$ cat src/hw/rtl/lpfb_pkg.sv
// Shared types, constants and register indexes for the LED PWM flash/breath controller.
// Depends on nothing; every other file of the block refers to it by scoped names.
package lpfb_pkg;

    // Number of LEDs driven and the PWM scale
    localparam int NUM_LEDS = 2;
    localparam int LEVEL_W  = 5;
    localparam logic [LEVEL_W-1:0] MAX_LEVEL = 5'd19;

    // Mode field of the mode register, two bits per LED
    localparam int MODE_W       = 2;
    localparam int LED_MODES_W  = 4;
    localparam int MODED_LEDS   = LED_MODES_W / MODE_W;

    localparam logic [MODE_W-1:0] MODE_OFF    = 2'd0;
    localparam logic [MODE_W-1:0] MODE_STEADY = 2'd1;
    localparam logic [MODE_W-1:0] MODE_FLASH  = 2'd2;
    localparam logic [MODE_W-1:0] MODE_BREATH = 2'd3;

    // Field widths
    localparam int TIME_W    = 18;
    localparam int MS_W      = 16;
    localparam int COUNT_W   = 8;
    localparam int PERIOD_W  = 8;

    // Configuration port
    localparam int CFG_ADDR_W = 3;
    localparam int CFG_DATA_W = 16;

    localparam logic [CFG_ADDR_W-1:0] REG_LED_MODES   = 3'd0;
    localparam logic [CFG_ADDR_W-1:0] REG_FLASH_LEVEL = 3'd1;
    localparam logic [CFG_ADDR_W-1:0] REG_FLASH_COUNT = 3'd2;
    localparam logic [CFG_ADDR_W-1:0] REG_ON_TIME     = 3'd3;
    localparam logic [CFG_ADDR_W-1:0] REG_OFF_TIME    = 3'd4;
    localparam logic [CFG_ADDR_W-1:0] REG_GAP_TIME    = 3'd5;
    localparam logic [CFG_ADDR_W-1:0] REG_TASK_PERIOD = 3'd6;

    // Stream word widths
    localparam int IN_TDATA_W  = 8;
    localparam int OUT_BITS    = 3 * NUM_LEDS;
    localparam int OUT_TDATA_W = ((OUT_BITS + 7) / 8) * 8;

    // Decoded settings seen by every LED unit
    typedef struct packed {
        logic [LED_MODES_W-1:0] led_modes;
        logic [LEVEL_W-1:0]     flash_lvl;    // already clamped to MAX_LEVEL
        logic [COUNT_W-1:0]     flash_count;
        logic [MS_W-1:0]        on_ms;
        logic [MS_W:0]          on_off_ms;    // on time plus off time
        logic [MS_W-1:0]        gap_ms;
        logic [PERIOD_W-1:0]    period_eff;   // task period, zero read as one
    } cfg_t;

    // Per-tick control from the top level to each LED unit
    typedef struct packed {
        logic clear;     // configuration written: drop all pattern state
        logic advance;   // a tick word accepted with the tick bit set
        logic step;      // this tick runs the pattern step
    } led_ctrl_t;

endpackage

$ cat src/hw/rtl/led_pwm_flash_breath_controller.sv
// Top level of the LED PWM dimmer with steady, flash and breathing patterns.
// Depends on lpfb_pkg, lpfb_cfg_regs and lpfb_led_unit.
//
// Usage:
//   The input stream carries one word per millisecond; bit 0 of the word is
//   the tick bit. Each accepted word yields exactly one output word holding,
//   per LED, the PWM drive bit, a flash-cycle-done bit and a breath-done bit.
//   The drive bits reflect the levels held before that tick's pattern step.
//   The pattern step runs on the first tick after reset or a configuration
//   write, then once every task_period ticks (a period of zero counts as one).
//   A word whose tick bit is clear reports the drive bits and changes nothing.
//
//   The result word is valid in the cycle after its input word is taken.
//   Throughput: one word per cycle while the receiver keeps up. Each word is
//   handled by the per-LED update logic; the output register holds the result,
//   and input is still taken while it waits, provided the receiver takes the
//   held word in the same cycle. When the receiver stalls, hold the output
//   word and drop s_axis_tready until it is taken.
//
//   Configuration writes (cfg_we) take effect at once, are to be issued only
//   while no word is in flight, and clear all pattern and PWM state. Reset
//   loads the register defaults and clears all state; no clearing pass.
module led_pwm_flash_breath_controller (
    input  logic                                clk,
    input  logic                                rst_n,
    // Input stream; tdata: [0] tick, [7:1] zero
    input  logic                                s_axis_tvalid,
    output logic                                s_axis_tready,
    input  logic [lpfb_pkg::IN_TDATA_W-1:0]     s_axis_tdata,
    // Output stream; tdata: led_drive, flash_done, breath_done, then zero fill
    output logic                                m_axis_tvalid,
    input  logic                                m_axis_tready,
    output logic [lpfb_pkg::OUT_TDATA_W-1:0]    m_axis_tdata,
    // Configuration write port
    input  logic                                cfg_we,
    input  logic [lpfb_pkg::CFG_ADDR_W-1:0]     cfg_addr,
    input  logic [lpfb_pkg::CFG_DATA_W-1:0]     cfg_wdata
);

    localparam int N = lpfb_pkg::NUM_LEDS;

    lpfb_pkg::cfg_t      cfg;
    lpfb_pkg::led_ctrl_t ctrl;
    logic                clear;
    logic                in_accept;
    logic                tick;

    logic [lpfb_pkg::PERIOD_W-1:0] step_divider_reg, step_divider_next;
    logic [lpfb_pkg::PERIOD_W:0]   step_divider_inc;

    logic [N-1:0] drive;
    logic [N-1:0] flash_done;
    logic [N-1:0] breath_done;

    logic         out_valid_reg, out_valid_next;
    logic [N-1:0] out_drive_reg;
    logic [N-1:0] out_fdone_reg;
    logic [N-1:0] out_bdone_reg;

    lpfb_cfg_regs u_cfg_regs (
        .clk       (clk),
        .rst_n     (rst_n),
        .cfg_we    (cfg_we),
        .cfg_addr  (cfg_addr),
        .cfg_wdata (cfg_wdata),
        .cfg       (cfg),
        .clear     (clear)
    );

    // Take a new word whenever the output register is empty or being emptied
    assign s_axis_tready = !out_valid_reg || m_axis_tready;
    assign in_accept     = s_axis_tvalid && s_axis_tready;
    assign tick          = s_axis_tdata[0];

    assign ctrl.clear   = clear;
    assign ctrl.advance = in_accept && tick;
    assign ctrl.step    = (step_divider_reg == '0);

    // Step divider: count ticks, wrap at the effective period
    always_comb
    begin
        step_divider_inc  = {1'b0, step_divider_reg} + 9'd1;
        step_divider_next = step_divider_reg;
        if (ctrl.advance)
        begin
            step_divider_next = (step_divider_inc >= {1'b0, cfg.period_eff})
                                ? '0 : step_divider_inc[lpfb_pkg::PERIOD_W-1:0];
        end
    end

    always_ff @(posedge clk or negedge rst_n)
    begin
        if (!rst_n)
            step_divider_reg <= '0;
        else if (clear)
            step_divider_reg <= '0;
        else
            step_divider_reg <= step_divider_next;
    end

    // One unit per LED; LEDs beyond the mode register stay off
    for (genvar i = 0; i < N; i++)
    begin : g_led
        logic [lpfb_pkg::MODE_W-1:0] mode;

        if (i < lpfb_pkg::MODED_LEDS)
        begin : g_mode
            assign mode = cfg.led_modes[lpfb_pkg::MODE_W*i +: lpfb_pkg::MODE_W];
        end
        else
        begin : g_off
            assign mode = lpfb_pkg::MODE_OFF;
        end

        lpfb_led_unit u_led (
            .clk         (clk),
            .rst_n       (rst_n),
            .ctrl        (ctrl),
            .mode        (mode),
            .cfg         (cfg),
            .drive       (drive[i]),
            .flash_done  (flash_done[i]),
            .breath_done (breath_done[i])
        );
    end

    // Output register
    always_comb
    begin
        out_valid_next = out_valid_reg;
        if (in_accept)
            out_valid_next = 1'b1;
        else if (m_axis_tready)
            out_valid_next = 1'b0;
    end

    always_ff @(posedge clk or negedge rst_n)
    begin
        if (!rst_n)
            out_valid_reg <= 1'b0;
        else
            out_valid_reg <= out_valid_next;
    end

    always_ff @(posedge clk)
    begin
        if (in_accept)
        begin
            out_drive_reg <= drive;
            out_fdone_reg <= flash_done;
            out_bdone_reg <= breath_done;
        end
    end

    assign m_axis_tvalid = out_valid_reg;
    assign m_axis_tdata  = {{(lpfb_pkg::OUT_TDATA_W - lpfb_pkg::OUT_BITS){1'b0}},
                            out_bdone_reg, out_fdone_reg, out_drive_reg};

`ifndef SYNTHESIS
    // A word with the tick bit clear never reports a completed pattern
    a_idle_no_done: assert property (@(posedge clk) disable iff (!rst_n)
        (in_accept && !tick) |=> (out_fdone_reg == '0 && out_bdone_reg == '0))
        else $error("done bit raised for a word without tick");

    // A LED cannot finish a flash and a breath cycle in the same tick
    a_done_exclusive: assert property (@(posedge clk) disable iff (!rst_n)
        m_axis_tvalid |-> ((out_fdone_reg & out_bdone_reg) == '0))
        else $error("flash and breath done on the same LED");

    // The divider always stays below the effective period
    a_divider_range: assert property (@(posedge clk) disable iff (!rst_n)
        step_divider_reg < cfg.period_eff)
        else $error("step divider out of range");

    // A configuration write restarts the step schedule
    a_clear_restarts: assert property (@(posedge clk) disable iff (!rst_n)
        clear |=> (step_divider_reg == '0))
        else $error("step divider not cleared by configuration write");
`endif

endmodule

$ cat src/hw/rtl/lpfb_cfg_regs.sv
// Configuration register file of the LED PWM flash/breath controller.
// Depends on lpfb_pkg; decodes the registers into lpfb_pkg::cfg_t and flags state clears.
module lpfb_cfg_regs (
    input  logic                             clk,
    input  logic                             rst_n,
    input  logic                             cfg_we,
    input  logic [lpfb_pkg::CFG_ADDR_W-1:0]  cfg_addr,
    input  logic [lpfb_pkg::CFG_DATA_W-1:0]  cfg_wdata,
    output lpfb_pkg::cfg_t                   cfg,
    output logic                             clear
);

    logic [lpfb_pkg::LED_MODES_W-1:0] led_modes_reg;
    logic [lpfb_pkg::COUNT_W-1:0]     flash_level_reg;
    logic [lpfb_pkg::COUNT_W-1:0]     flash_count_reg;
    logic [lpfb_pkg::MS_W-1:0]        on_time_reg;
    logic [lpfb_pkg::MS_W-1:0]        off_time_reg;
    logic [lpfb_pkg::MS_W-1:0]        gap_time_reg;
    logic [lpfb_pkg::PERIOD_W-1:0]    task_period_reg;

    always_ff @(posedge clk or negedge rst_n)
    begin
        if (!rst_n)
        begin
            led_modes_reg   <= 4'd9;
            flash_level_reg <= 8'd20;
            flash_count_reg <= 8'd1;
            on_time_reg     <= 16'd100;
            off_time_reg    <= 16'd100;
            gap_time_reg    <= 16'd2000;
            task_period_reg <= 8'd50;
        end
        else if (cfg_we)
        begin
            case (cfg_addr)
                lpfb_pkg::REG_LED_MODES:
                    led_modes_reg <= cfg_wdata[lpfb_pkg::LED_MODES_W-1:0];
                lpfb_pkg::REG_FLASH_LEVEL:
                    flash_level_reg <= cfg_wdata[lpfb_pkg::COUNT_W-1:0];
                lpfb_pkg::REG_FLASH_COUNT:
                    flash_count_reg <= cfg_wdata[lpfb_pkg::COUNT_W-1:0];
                lpfb_pkg::REG_ON_TIME:     on_time_reg  <= cfg_wdata;
                lpfb_pkg::REG_OFF_TIME:    off_time_reg <= cfg_wdata;
                lpfb_pkg::REG_GAP_TIME:    gap_time_reg <= cfg_wdata;
                lpfb_pkg::REG_TASK_PERIOD:
                    task_period_reg <= cfg_wdata[lpfb_pkg::PERIOD_W-1:0];
                default: ;
            endcase
        end
    end

    // Any write to a listed register wipes the pattern state
    always_comb
    begin
        case (cfg_addr)
            lpfb_pkg::REG_LED_MODES,
            lpfb_pkg::REG_FLASH_LEVEL,
            lpfb_pkg::REG_FLASH_COUNT,
            lpfb_pkg::REG_ON_TIME,
            lpfb_pkg::REG_OFF_TIME,
            lpfb_pkg::REG_GAP_TIME,
            lpfb_pkg::REG_TASK_PERIOD: clear = cfg_we;
            default:                   clear = 1'b0;
        endcase
    end

    always_comb
    begin
        cfg.led_modes   = led_modes_reg;
        cfg.flash_lvl   = (flash_level_reg > {3'd0, lpfb_pkg::MAX_LEVEL})
                          ? lpfb_pkg::MAX_LEVEL
                          : flash_level_reg[lpfb_pkg::LEVEL_W-1:0];
        cfg.flash_count = flash_count_reg;
        cfg.on_ms       = on_time_reg;
        cfg.on_off_ms   = {1'b0, on_time_reg} + {1'b0, off_time_reg};
        cfg.gap_ms      = gap_time_reg;
        cfg.period_eff  = (task_period_reg == '0) ? 8'd1 : task_period_reg;
    end

endmodule

$ cat src/hw/rtl/lpfb_led_unit.sv
// One LED channel: PWM phase counter, level, flash and breath pattern state.
// Depends on lpfb_pkg for cfg_t, led_ctrl_t and the mode codes.
module lpfb_led_unit (
    input  logic                          clk,
    input  logic                          rst_n,
    input  lpfb_pkg::led_ctrl_t           ctrl,
    input  logic [lpfb_pkg::MODE_W-1:0]   mode,
    input  lpfb_pkg::cfg_t                cfg,
    output logic                          drive,
    output logic                          flash_done,
    output logic                          breath_done
);

    localparam logic [1:0] BR_UP   = 2'd0;
    localparam logic [1:0] BR_DOWN = 2'd1;
    localparam logic [1:0] BR_DARK = 2'd2;

    localparam logic [lpfb_pkg::TIME_W-1:0] TIME_MAX = '1;

    logic [lpfb_pkg::LEVEL_W-1:0] pwm_phase_reg,    pwm_phase_next;
    logic [lpfb_pkg::LEVEL_W-1:0] level_reg,        level_next;
    logic [1:0]                   breath_phase_reg, breath_phase_next;
    logic [lpfb_pkg::TIME_W-1:0]  pattern_time_reg, pattern_time_next;
    logic [lpfb_pkg::COUNT_W-1:0] pulses_done_reg,  pulses_done_next;

    // Flash step results
    logic [lpfb_pkg::LEVEL_W-1:0] f_level;
    logic [lpfb_pkg::TIME_W-1:0]  f_time_base;
    logic [lpfb_pkg::TIME_W:0]    f_time_sum;
    logic [lpfb_pkg::TIME_W-1:0]  f_time;
    logic [lpfb_pkg::COUNT_W-1:0] f_pulses;
    logic                         f_done;

    // Breath step results
    logic [lpfb_pkg::LEVEL_W-1:0] b_level;
    logic [1:0]                   b_phase;
    logic                         b_done;

    // Compare against the level held before this tick's step
    assign drive = (pwm_phase_reg < level_reg);

    always_comb
    begin
        f_level     = level_reg;
        f_time_base = pattern_time_reg;
        f_pulses    = pulses_done_reg;
        f_done      = 1'b0;
        if (pulses_done_reg < cfg.flash_count)
        begin
            if (pattern_time_reg < {2'd0, cfg.on_ms})
            begin
                f_level = cfg.flash_lvl;
            end
            else if (pattern_time_reg < {1'b0, cfg.on_off_ms})
            begin
                f_level = '0;
            end
            else
            begin
                f_time_base = '0;
                f_pulses    = pulses_done_reg + 8'd1;
            end
        end
        else if (pattern_time_reg < {2'd0, cfg.gap_ms})
        begin
            f_level = '0;
        end
        else
        begin
            f_time_base = '0;
            f_pulses    = '0;
            f_done      = 1'b1;
        end
        // Advance pattern time by one period, saturating
        f_time_sum = {1'b0, f_time_base} + {11'd0, cfg.period_eff};
        f_time     = f_time_sum[lpfb_pkg::TIME_W] ? TIME_MAX
                                                  : f_time_sum[lpfb_pkg::TIME_W-1:0];
    end

    always_comb
    begin
        b_level = level_reg;
        b_phase = breath_phase_reg;
        b_done  = 1'b0;
        case (breath_phase_reg)
            BR_UP:
            begin
                if (level_reg < lpfb_pkg::MAX_LEVEL)
                    b_level = level_reg + 5'd1;
                if (b_level >= lpfb_pkg::MAX_LEVEL)
                    b_phase = BR_DOWN;
            end
            BR_DOWN:
            begin
                if (level_reg != '0)
                    b_level = level_reg - 5'd1;
                if (b_level == '0)
                    b_phase = BR_DARK;
            end
            BR_DARK:
            begin
                b_level = '0;
                b_phase = BR_UP;
                b_done  = 1'b1;
            end
            default:
            begin
                b_phase = BR_UP;
            end
        endcase
    end

    always_comb
    begin
        pwm_phase_next    = pwm_phase_reg;
        level_next        = level_reg;
        breath_phase_next = breath_phase_reg;
        pattern_time_next = pattern_time_reg;
        pulses_done_next  = pulses_done_reg;
        flash_done        = 1'b0;
        breath_done       = 1'b0;
        if (ctrl.advance)
        begin
            pwm_phase_next = (pwm_phase_reg > lpfb_pkg::MAX_LEVEL)
                             ? '0 : pwm_phase_reg + 5'd1;
            if (ctrl.step)
            begin
                case (mode)
                    lpfb_pkg::MODE_OFF:    level_next = '0;
                    lpfb_pkg::MODE_STEADY: level_next = lpfb_pkg::MAX_LEVEL;
                    lpfb_pkg::MODE_FLASH:
                    begin
                        level_next        = f_level;
                        pattern_time_next = f_time;
                        pulses_done_next  = f_pulses;
                        flash_done        = f_done;
                    end
                    default:
                    begin
                        level_next        = b_level;
                        breath_phase_next = b_phase;
                        breath_done       = b_done;
                    end
                endcase
            end
        end
    end

    always_ff @(posedge clk or negedge rst_n)
    begin
        if (!rst_n)
        begin
            pwm_phase_reg    <= '0;
            level_reg        <= '0;
            breath_phase_reg <= BR_UP;
            pattern_time_reg <= '0;
            pulses_done_reg  <= '0;
        end
        else if (ctrl.clear)
        begin
            pwm_phase_reg    <= '0;
            level_reg        <= '0;
            breath_phase_reg <= BR_UP;
            pattern_time_reg <= '0;
            pulses_done_reg  <= '0;
        end
        else
        begin
            pwm_phase_reg    <= pwm_phase_next;
            level_reg        <= level_next;
            breath_phase_reg <= breath_phase_next;
            pattern_time_reg <= pattern_time_next;
            pulses_done_reg  <= pulses_done_next;
        end
    end

endmodule
$ cat config.mk
export PLATFORM = sky130hd
export DESIGN_NAME = led_pwm_flash_breath_controller
export DESIGN_NICKNAME = d
export VERILOG_FILES = /design/src/hw/rtl/lpfb_pkg.sv /design/src/hw/rtl/led_pwm_flash_breath_controller.sv /design/src/hw/rtl/lpfb_cfg_regs.sv /design/src/hw/rtl/lpfb_led_unit.sv
export SDC_FILE = /design/constraint.sdc
export NUM_CORES = 1
export LEC_CHECK = 0
export ABC_AREA = 1
export BUFFER_PORTS_ARGS = -buffer_cell sky130_fd_sc_hd__buf_2
export CORE_ASPECT_RATIO = 0.6
export CORE_MARGIN = 2
export CORE_UTILIZATION = 70
export CTS_BUF_LIST = sky130_fd_sc_hd__clkbuf_2 sky130_fd_sc_hd__clkbuf_4 sky130_fd_sc_hd__clkbuf_8
export DETAILED_ROUTE_END_ITERATION = 16
export PLACE_DENSITY = 0.9
export REMOVE_ABC_BUFFERS = 1
export SLEW_MARGIN = 5
export SYNTH_ARGS = -nofsm -noshare
export SYNTH_HDL_FRONTEND = slang
export SYNTH_HIERARCHICAL = 1
export SYNTH_SLANG_ARGS = --single-unit
$ cat constraint.sdc
create_clock -name clk -period 10.4 [get_ports clk]
set_input_delay 0 -clock clk [delete_from_list [all_inputs] [get_ports clk]]
set_output_delay 0 -clock clk [all_outputs]
set_load 0.01 [all_outputs]
==> metrics.md, run 1 <==
| Metric | Value |
|---|---|
| # fillers | 1434 |
| Peak VDD IR | 97.0 µV |
| Fin worst setup slack | 5.25 ns |
| Slowest CP cell | dfrtp_1 |
| Largest net degree at the start of global routing | 101 |
| Power per cell area | 151 nW/µm² |
| Boundary Pins | 42 |
| Clk buf depth | 2 |
| Commonest cells after routing, fill and taps aside | nand2_1, inv_1, ha_1, nor2_1, dfrtp_1 |
| Period minus WS final | 5.15 ns |
| # rows | 39 |
| Worst setup EP type | flop |
| Worst EP required | 10.79 ns |
| CTS sink cnt | 167 |
| Die area | 20800 µm² |
| Hold WC Path Type | in -> reg |
| Pre-CTS setup slack | 5.43 ns |
| Inserted Clock Buffers | 17 |
| Root Driver | clkbuf_8 |
| Power Total | 0.00222 W |
| Max-slew headroom | 0.384 |
| Footprint of the multi-input gates | 7980 µm² |
| Main combinational cell family by area after synthesis | simple AND/OR/NAND/NOR gates |
| CTS tree | yes |
| Worst R2R Setup Slack | 5.25 ns |
| Pre-antenna DRT Iters | 7 |
| Crit path kind | reg -> reg |
| Gr ovfl total | 0 |
| CP startpoint kind | flop |
| Final instance area | 14700 µm² |
| Final period utilization | 0.495 |
| Vias in the first global route | 11900 |
| Cells after Synth | 1900 |
| Initial detailed-routing violation count | 1467 |
| Mapped Avg Cell Area | 7.23 µm² |
| Xor and xnor fraction of the mapped netlist area | 0.0318 |
| MaxCap Viol Count | 0 |
| FF+latch area | 4230 µm² |
| RSZ-0062 raised after global routing | false |
| Worst Tran Pin Value | 0.924 ns |
| Critical path's largest stage delay | 0.48 ns |
| CP max FO | 17 |
| Final hold violation count | 0 |
| Slew Limit Fails | 0 |
| Outcome | finished, final reports clean |
| Initial antenna violation count | 0 |
| Compound-cell area share of the yosys netlist | 0.124 |
| Core area | 19100 µm² |
| I/O Buffers | 32 |
| Utilization after layout | 0.768 |
| Wire per inst | 16.6 µm |
| Commonest non-fill, non-tap cell in the layout | nand2_1 |
| Dpl hpwl | 28.0 mm |
| N_diodes | 0 |
| Yosys reg bits | 167 |
| WL final | 36.9 mm |
| Synth-to-Final Area Change | 6.92% |
| Layout Skew | 0.0171 ns |
| GPL Wtd Cong | 0.990 |
| Top cell by count, worst path | nand2_1 |
| Setup-failing EPs final | 0 |
| Max reg flops | 36 |
| Worst skew pair latency | 0.51 ns |
| Post-synthesis mux area share | 0 |
| First-pass GRT wire length | 59.5 mm |
| Initial Util | 0.718 |
| Setup TNS | 0 ns |
| Setup Fix Bufs, Post-CTS | 0 |
| Final ANT Viol Nets | 0 |
| Share of layout cells above drive strength 1 | 0.0934 |
| Synth Area in Simple Gates | 0.262 |
| Fmax | 194 MHz |
| Post-synthesis adder-cell area fraction | 0.163 |
| Synth warn | 6 |
| Vias per Instance | 5.75 |
| Fin nets | 2156 |
| Reg clk slew, reported paths | 0.10 ns |
| Die width | 185 µm |
| Gr usage total | 0.369 |
| CTS H-tree depth | 4 |
| Area after DPL | 14100 µm² |
| Seq/Total Area, Yosys | 0.308 |
| Yosys cell types | 55 |
| DR vias | 12800 |
| Critical path data arrival time | 5.54 ns |
| Cell area after synthesis | 13700 µm² |
| Die height | 112 µm |
| Lkg Pwr | 7.91 nW |
| DRC | 0 |
-- layout make-up --
cell class	count	area share
multi-input cells	1348	0.543
flip-flops and latches	167	0.288
inverters	357	0.0913
repair buffers	56	0.0274
well taps	266	0.0227
clock buffers	19	0.0178
clock inverters	13	0.00920
-- where the power goes --
| group | switching (W) | internal (W) |
|---|---|---|
| logic | 0.000571 | 0.000302 |
| clock network | 0.000282 | 0.000209 |
| registers | 0.000109 | 0.000746 |
-- Yosys cell counts (all sizes together) --
| library cell | count | area (µm²) |
|---|---|---|
| clkbuf | 9 | 33.8 |
| a21boi | 2 | 15.0 |
| dfrtp | 141 | 3530 |
| ha | 174 | 2180 |
| nor3b | 5 | 47.5 |
| a21oi | 95 | 505 |
| nand2 | 516 | 1990 |
| dfstp | 20 | 526 |
| edfxtp | 6 | 180 |
| nand3 | 88 | 485 |
| o21ai | 135 | 800 |
| and3 | 1 | 6.26 |
| conb | 1 | 3.75 |
| and2 | 1 | 8.76 |
| a2111oi | 2 | 17.5 |
| xnor2 | 9 | 78.8 |
| a31oi | 6 | 52.6 |
| inv | 354 | 1330 |
| nor3 | 23 | 115 |
| clkinv | 3 | 11.3 |
| nand4 | 22 | 150 |
| nor2 | 166 | 691 |
| a211oi | 1 | 12.5 |
| o21a | 1 | 7.51 |
| xor2 | 40 | 358 |
| nand3b | 7 | 52.6 |
| o31ai | 6 | 45.0 |
| nor4 | 3 | 18.8 |
| or2 | 5 | 31.3 |
| buf | 20 | 154 |
| o211ai | 2 | 15.0 |
| o221ai | 4 | 35.0 |
| a21o | 9 | 67.6 |
| o21bai | 1 | 7.51 |
| fa | 3 | 60.1 |
| o22ai | 19 | 119 |
-- critical path: cells and delay by family, from the launching register on --
kind	cells	cell delay [ns]
buffers and inverters	3	0.24
DFF	1	0.48
AOI/OAI and AO/OA	3	0.80
adders and majority gates	5	1.51
and+or+nand+nor	20	2.01
-- logic make-up (layout without fill, tap and decap cells) --
family,after synthesis,in the layout
buf+inv,386,445
other cells,1,2
simple gates,837,837
fa+ha+maj,177,177
compound gates,283,283
xor+xnor,49,49
flops,167,167
-- path summary, 6_finish.rpt --
check                                                          startpoint                                              end  cells after the start
worst max register to register      u_cfg_regs/on_time_reg[0]$_DFFE_PN0P_  g_led[0].u_led/pattern_time_reg[12]$_DFFE_PN0P_                     31
worst max-delay path                u_cfg_regs/on_time_reg[0]$_DFFE_PN0P_  g_led[0].u_led/pattern_time_reg[12]$_DFFE_PN0P_                     31
min in group asynchronous                                           rst_n  g_led[0].u_led/pattern_time_reg[13]$_DFFE_PN0P_                      2
worst min-delay path                                      s_axis_tdata[0]                  step_divider_reg[4]$_DFFE_PN0P_                      6
worst min register to register  u_cfg_regs/task_period_reg[0]$_DFFE_PN0P_        u_cfg_regs/task_period_reg[0]$_DFFE_PN0P_                      2
max in group asynchronous                                           rst_n    g_led[1].u_led/pulses_done_reg[5]$_DFFE_PN0P_                      3
-- repair_timing --
action / in CTS / in global routing
hold buffers: 22 / 0
hold endpoints to repair: 157 / 0
resized for setup: 0 / 0
-- routing by layer --
layer | share of wire | track usage
met4 | 0.018 | 0.0899
met1 | 0.45 | 0.534
met2 | 0.41 | 0.523
met3 | 0.13 | 0.134
met5 | 0 | 0
-- stage by stage --
step                hold WS [ns]  cells
global route              0.0583   2226
finish                    0.0215   2226
global placement           0.167   2172
CTS                       0.0142   2226
floorplan                 -0.296   1872
detailed placement         0.172   2172
Power figures use the tool's default switching activity.
==> run 2: changes to the inputs <==
Settings changed: ABC_AREA 1 to 0, CORE_UTILIZATION 70 to 66, PLACE_DENSITY 0.9 to 0.86.
Clock period 10.4 ns to 5.23 ns, I/O delays scaled along.
==> metrics.md, run 2 <==
| Metric | Value |
|---|---|
| Outcome | finished, violations left |
| Failing checks | setup timing |
| Inserted Clock Buffers | 17 |
| Die area | 21100 µm² |
| Commonest cells after routing, fill and taps aside | inv_1, ha_1, dfrtp_1, buf_4, nand2_1 |
| I/O Buffers | 32 |
| GRT Max-Usage Layer | met2 |
| Combinational Power Share | 0.505 |
| Seq/Total Area, Yosys | 0.323 |
| Initial Util | 0.681 |
| Core area | 19300 µm² |
| Xor and xnor fraction of the mapped netlist area | 0.0267 |
| Switching share of power | 0.433 |
| Hold WC Path Type | in -> reg |
| Max-slew headroom | 0.135 |
| Dpl hpwl | 27.7 mm |
| CTS sink cnt | 167 |
| Fin worst setup slack | -0.622 ns |
| Synth-to-Final Area Change | 20.7% |
| Root Driver | clkbuf_8 |
| Final period utilization | 1.12 |
| Yosys cell types | 101 |
| Slowest CP cell | dfrtp_1 |
| Reg clk slew, reported paths | 0.11 ns |
| Compound-cell area share of the yosys netlist | 0.169 |
| WHS | 0.0279 ns |
| Die width | 186 µm |
| Gr usage total | 0.409 |
| Synth warn | 6 |
| Fmax | 171 MHz |
| Largest area contributor in the netlist | dfrtp_1 |
| CTS tree | yes |
| Max reg flops | 36 |
| Main combinational cell family by area after synthesis | simple AND/OR/NAND/NOR gates |
| Final ANT Viol Nets | 0 |
| Clk buf depth | 2 |
| Critical path's largest stage delay | 0.41 ns |
| Number of synthesized flops with an enable pin | 6 |
| # fillers | 1041 |
| # rows | 39 |
| Power per cell area | 356 nW/µm² |
| Gr ovfl total | 0 |
| Initial antenna violation count | 2 |
| Post-synthesis mux area share | 0.0698 |
| Flop pwr share | 0.312 |
| CP max FO | 5 |
| Top cell by count, worst path | buf_4 |
| MaxCap Viol Count | 0 |
| Die height | 113 µm |
| Fin nets | 1809 |
| WL final | 44.5 mm |
| RSZ-0062 raised after global routing | true |
| Top-area cell type share of the netlist area | 0.269 |
| Pre-antenna DRT Iters | 5 |
| Mapped Avg Cell Area | 9.18 µm² |
| Post-synthesis adder-cell area fraction | 0.170 |
| DR vias | 12700 |
| Cells after Synth | 1430 |
| Layout Skew | 0.0179 ns |
| Period minus WS final | 5.85 ns |
| Final hold violation count | 0 |
| GR Util met3 | 0.138 |
| Lkg Pwr | 7.53 nW |
| Yosys reg bits | 167 |
| Synth Flop Type | dfrtp_1 |
| Wire per inst | 23.7 µm |
| Most frequent cell after synthesis | ha_1 |
| Slew Limit Fails | 0 |
| Peak VDD IR | 304 µV |
| Top post-synthesis cells by count | ha_1, inv_1, dfrtp_1 |
| Boundary Pins | 42 |
| Largest cells by area after synthesis | dfrtp_1, ha_1, mux2_2 |
| Largest net degree at the start of global routing | 63 |
| CP startpoint kind | flop |
| Met2 GRT Util | 0.598 |
| Power share of the clock group | 0.182 |
| Worst EP required | 5.66 ns |
| Synth Area in Simple Gates | 0.181 |
| Worst skew pair latency | 0.50 ns |
| Worst Tran Pin Value | 1.29 ns |
| Share of layout cells above drive strength 1 | 0.286 |
| First-pass GRT wire length | 65.8 mm |
| Initial detailed-routing violation count | 2092 |
| Pre-CTS setup slack | -0.636 ns |
| NetSw | 0.00245 W |
| Pint | 0.00320 W |
| Crit path kind | reg -> reg |
| Vias per Instance | 6.77 |
| Setup-failing EPs final | 30 |
| Post-synth ARST share | 0.964 |
| Cell area after synthesis | 13100 µm² |
| GPL Wtd Cong | 0.951 |
| CTS H-tree depth | 4 |
| Commonest non-fill, non-tap cell in the layout | inv_1 |
| Critical path data arrival time | 6.28 ns |
| Vias in the first global route | 12100 |
| M1 GR Usage | 0.569 |
| Worst setup EP type | flop |
| DRC | 0 |
run 2: cell count changes after synthesis, moves of 19 or more:
| cell | before | now |
|---|---|---|
| and2_1 | 0 | 34 |
| inv_1 | 343 | 163 |
| mux2_2 | 0 | 76 |
| nand2_1 | 502 | 104 |
| nand3_1 | 82 | 37 |
| nor2_1 | 151 | 83 |
| o21ai_2 | 33 | 3 |
| or3_1 | 0 | 19 |
| xor2_1 | 39 | 17 |
run 2: critical path: cells and delay by family (launching register included):
kind	cells	cell delay, ns
AO/OA/AOI/OAI	11	2.01
buffers and inverters	13	1.32
AND/OR/NAND/NOR	8	1.10
adder cells (fa/ha/maj)	4	0.93
flip-flops	1	0.41
run 2: timing repair:
item,CTS,global route
endpoints found under the setup margin,29,32
hold buffers,19,0
resized for setup,94,60
hold endpoints to repair,131,0
buffers inserted,41,19
pin swaps,78,71
run 2: path summary, 6_finish.rpt:
path	slack, ns	cells after the start	from	to
max reg2reg	-0.62	36	u_cfg_regs/on_time_reg[0]$_DFFE_PN0P_	g_led[1].u_led/pattern_time_reg[13]$_DFFE_PN0P_
min	0.03	4	s_axis_tdata[0]	step_divider_reg[6]$_DFFE_PN0P_
min in group asynchronous	0.04	2	rst_n	g_led[1].u_led/pattern_time_reg[17]$_DFFE_PN0P_
max in group asynchronous	4.02	3	rst_n	g_led[0].u_led/pattern_time_reg[6]$_DFFE_PN0P_
max	-0.62	36	u_cfg_regs/on_time_reg[0]$_DFFE_PN0P_	g_led[1].u_led/pattern_time_reg[13]$_DFFE_PN0P_
min reg2reg	0.53	1	u_cfg_regs/off_time_reg[14]$_DFFE_PN0P_	u_cfg_regs/off_time_reg[14]$_DFFE_PN0P_
run 2: cell type report:
class / instances / area [µm²] / area share
well taps: 266 / 333 / 0.0210
repair buffers: 191 / 1460 / 0.0919
clock inverters: 13 / 164 / 0.0103
clock buffers: 19 / 255 / 0.0161
inverters: 163 / 617 / 0.0389
flip-flops and latches: 167 / 4230 / 0.267
diodes: 2 / 5.00 / 0.000316
multi-input cells: 1060 / 8780 / 0.554
run 2: layer usage:
metal	share of wire	wire length (µm)
met4	0.041	1840
met1	0.40	17600
met2	0.43	19000
met3	0.14	6030
met5	0.00029	13
run 2: kinds of logic (layout without fill, tap and decap cells):
logic type,Yosys count,after routing
flops,167,167
fa+ha+maj,177,177
other cells,1,4
xor+xnor,40,40
simple gates,438,438
compound gates,321,321
mux,82,82
buf+inv,204,386
run 2: power by group through the flow:
stage / clock (W) / sequential (W) / combinational [W]
2_1_floorplan: 0 / 0.00165 / 0.00136
5_1_grt: 0.00109 / 0.00177 / 0.00301
6_report: 0.00103 / 0.00176 / 0.00285
3_3_place_gp: 0 / 0.00173 / 0.00207
3_5_place_dp: 0 / 0.00174 / 0.00218
4_1_cts: 0.00103 / 0.00172 / 0.00241
run 2: stage by stage:
stage	cell area (µm²)	util	setup TNS, ns	cells	power, W
CTS	15400	0.800	-4.84	1864	0.00516
finish	15800	0.822	-12.35	1881	0.00565
detailed placement	14200	0.735	-12.37	1781	0.00392
global route	15800	0.822	-16.27	1879	0.00588
global placement	14200	0.735	-7.75	1781	0.00380
floorplan	12900	-	-8.06	1390	0.00301
==> run 3: changes to the inputs <==
==> constraint.sdc (replaced) <==
create_clock -name clk -period 5.23 [get_ports clk]
set_input_delay 0.7845 -clock clk [delete_from_list [all_inputs] [get_ports clk]]
set_output_delay 0.7845 -clock clk [all_outputs]
set_load 0.01 [all_outputs]
==> metrics.md, run 3 (synthesis results as in run 2) <==
| Metric | Value |
|---|---|
| Vias per Instance | 6.65 |
| Reg clk slew, reported paths | 0.10 ns |
| Dpl hpwl | 27.7 mm |
| # fillers | 1149 |
| Inserted Clock Buffers | 17 |
| WL final | 40.6 mm |
| CP Buf/Inv Count | 4 |
| Final instance area | 15400 µm² |
| Hold WC Path Type | in -> async |
| Power per cell area | 347 nW/µm² |
| Worst skew pair latency | 0.48 ns |
| Area after DPL | 14200 µm² |
| Share of layout cells above drive strength 1 | 0.267 |
| CTS tree | yes |
| Gr usage total | 0.385 |
| Vias in the first global route | 11400 |
| Worst EP required | 5.63 ns |
| Final period utilization | 1.14 |
| Slew Limit Fails | 0 |
| Boundary Pins | 42 |
| DR vias | 12200 |
| CP startpoint kind | flop |
| Worst setup EP type | flop |
| Root Driver | clkbuf_8 |
| Outcome | finished, violations left |
| Max reg flops | 36 |
| Critical path data arrival time | 6.34 ns |
| Die area | 21100 µm² |
| Initial antenna violation count | 0 |
| Synth-to-Final Area Change | 17.0% |
| CTS sink cnt | 167 |
| CTS H-tree depth | 4 |
| First-pass GRT wire length | 62.2 mm |
| MaxCap Viol Count | 0 |
| Pre-CTS setup slack | -0.777 ns |
| Largest net degree at the start of global routing | 85 |
| NetSw | 0.00227 W |
| Initial detailed-routing violation count | 1609 |
| Cells after DPL | 1780 |
| Fin nets | 1770 |
| Die height | 113 µm |
| Critical path's largest stage delay | 0.40 ns |
| Switching share of power | 0.426 |
| Fmax | 168 MHz |
| Core area | 19300 µm² |
| GPL Wtd Cong | 0.972 |
| Combinational Power Share | 0.492 |
| Final ANT Viol Nets | 0 |
| Lkg Pwr | 7.33 nW |
| Setup-failing EPs final | 28 |
| Pre-antenna DRT Iters | 6 |
| Flop pwr share | 0.330 |
| RSZ-0062 raised after global routing | true |
| Initial Util | 0.681 |
| Fin worst setup slack | -0.716 ns |
| Slowest CP cell | dfrtp_1 |
| Worst Tran Pin Value | 1.34 ns |
| Layout Skew | 0.0173 ns |
| CTS Hold Bufs | 0 |
| Crit path kind | reg -> reg |
| Pint | 0.00306 W |
| Power share of the clock group | 0.179 |
| CP max FO | 5 |
| Worst path top cell family by delay | compound AO/OA/AOI/OAI gates |
| Peak VDD IR | 268 µV |
| Wire per inst | 22.1 µm |
| DRC | 0 |
| Max-slew headroom | 0.105 |
| Commonest non-fill, non-tap cell in the layout | inv_1 |
| Power Total | 0.00533 W |
| Failing checks | setup timing |
| Clk buf depth | 2 |
| Cell Count, Final, Fillers Out | 1840 |
| Period minus WS final | 5.95 ns |
| Die width | 186 µm |
| N_diodes | 0 |
| Gr ovfl total | 0 |
| # rows | 39 |
| Commonest cells after routing, fill and taps aside | inv_1, ha_1, dfrtp_1, buf_4, nand2_1 |
| Final hold violation count | 0 |
| I/O Buffers | 32 |
| WHS | 0.296 ns |
## run 3: cell types whose count changed in the layout (fill, tap and decap cells not counted), sizes merged
cell and delta:
dlygate4sd3 -19, buf -20, bufinv -1, inv -1, diode -2, clkinvlp +1
clkbuf +1
## run 3: worst reg2reg max path: cells and delay by family (launching register included)
family / cells / cell delay [ns]
AO/OA/AOI/OAI: 9 / 1.99
AND/OR/NAND/NOR: 11 / 1.83
adder cells (fa/ha/maj): 3 / 0.80
buffers and inverters: 4 / 0.57
flip-flops: 1 / 0.40
XOR/XNOR: 1 / 0.24
## run 3: layout make-up
| type | instances | area (µm²) | share of cell area |
|---|---|---|---|
| inverters | 163 | 614 | 0.0400 |
| repair buffers | 152 | 1120 | 0.0727 |
| clock buffers | 20 | 269 | 0.0175 |
| well taps | 266 | 333 | 0.0217 |
| multi-input cells | 1060 | 8680 | 0.565 |
| flip-flops and latches | 167 | 4230 | 0.276 |
| clock inverters | 12 | 119 | 0.00774 |
## run 3: layer usage
layer  part of all wire  track usage  vias up
li1                   -            -     5373
met1               0.42        0.552     5923
met2               0.43        0.562      796
met3               0.12        0.116      140
met4              0.029        0.113        0
met5                  0            0        -
## run 3: path summary, 6_finish.rpt
check | endpoint | cells after the start | from | slack [ns]
max in group asynchronous | u_cfg_regs/gap_time_reg[6]$_DFFE_PN1P_ | 2 | rst_n | 3.98
hold / removal | u_cfg_regs/on_time_reg[1]$_DFFE_PN0P_ | 1 | rst_n | 0.30
hold reg to reg | u_cfg_regs/off_time_reg[12]$_DFFE_PN0P_ | 1 | u_cfg_regs/off_time_reg[12]$_DFFE_PN0P_ | 0.53
setup / recovery | g_led[1].u_led/pattern_time_reg[15]$_DFFE_PN0P_ | 28 | u_cfg_regs/off_time_reg[4]$_DFFE_PN0P_ | -0.72
setup reg to reg | g_led[1].u_led/pattern_time_reg[15]$_DFFE_PN0P_ | 28 | u_cfg_regs/off_time_reg[4]$_DFFE_PN0P_ | -0.72
min in group clk | m_axis_tvalid$_DFFE_PN0P_ | 2 | s_axis_tvalid | 0.52
## run 3: power by group through the flow
stage | sequential (W) | combinational (W) | clock (W)
4_1_cts | 0.00173 | 0.00238 | 0.000957
3_5_place_dp | 0.00174 | 0.00218 | 0
6_report | 0.00176 | 0.00262 | 0.000952
5_1_grt | 0.00177 | 0.00281 | 0.00101
3_3_place_gp | 0.00173 | 0.00205 | 0
2_1_floorplan | 0.00165 | 0.00136 | 0
## run 3: stage by stage
step	utilization	TNS (ns)
after global routing	0.797	-14.92
after CTS	0.786	-5.68
final	0.797	-12.54
after global placement	0.735	-8.49
after detailed placement	0.735	-13.93
after floorplan	-	-8.06
## run 3: what timing repair did
item / in CTS / in global routing
setup buffers: 29 / 6
resized for setup: 86 / 35
pin swaps: 65 / 43
cloned: 0 / 0
endpoints found under the setup margin: 30 / 32
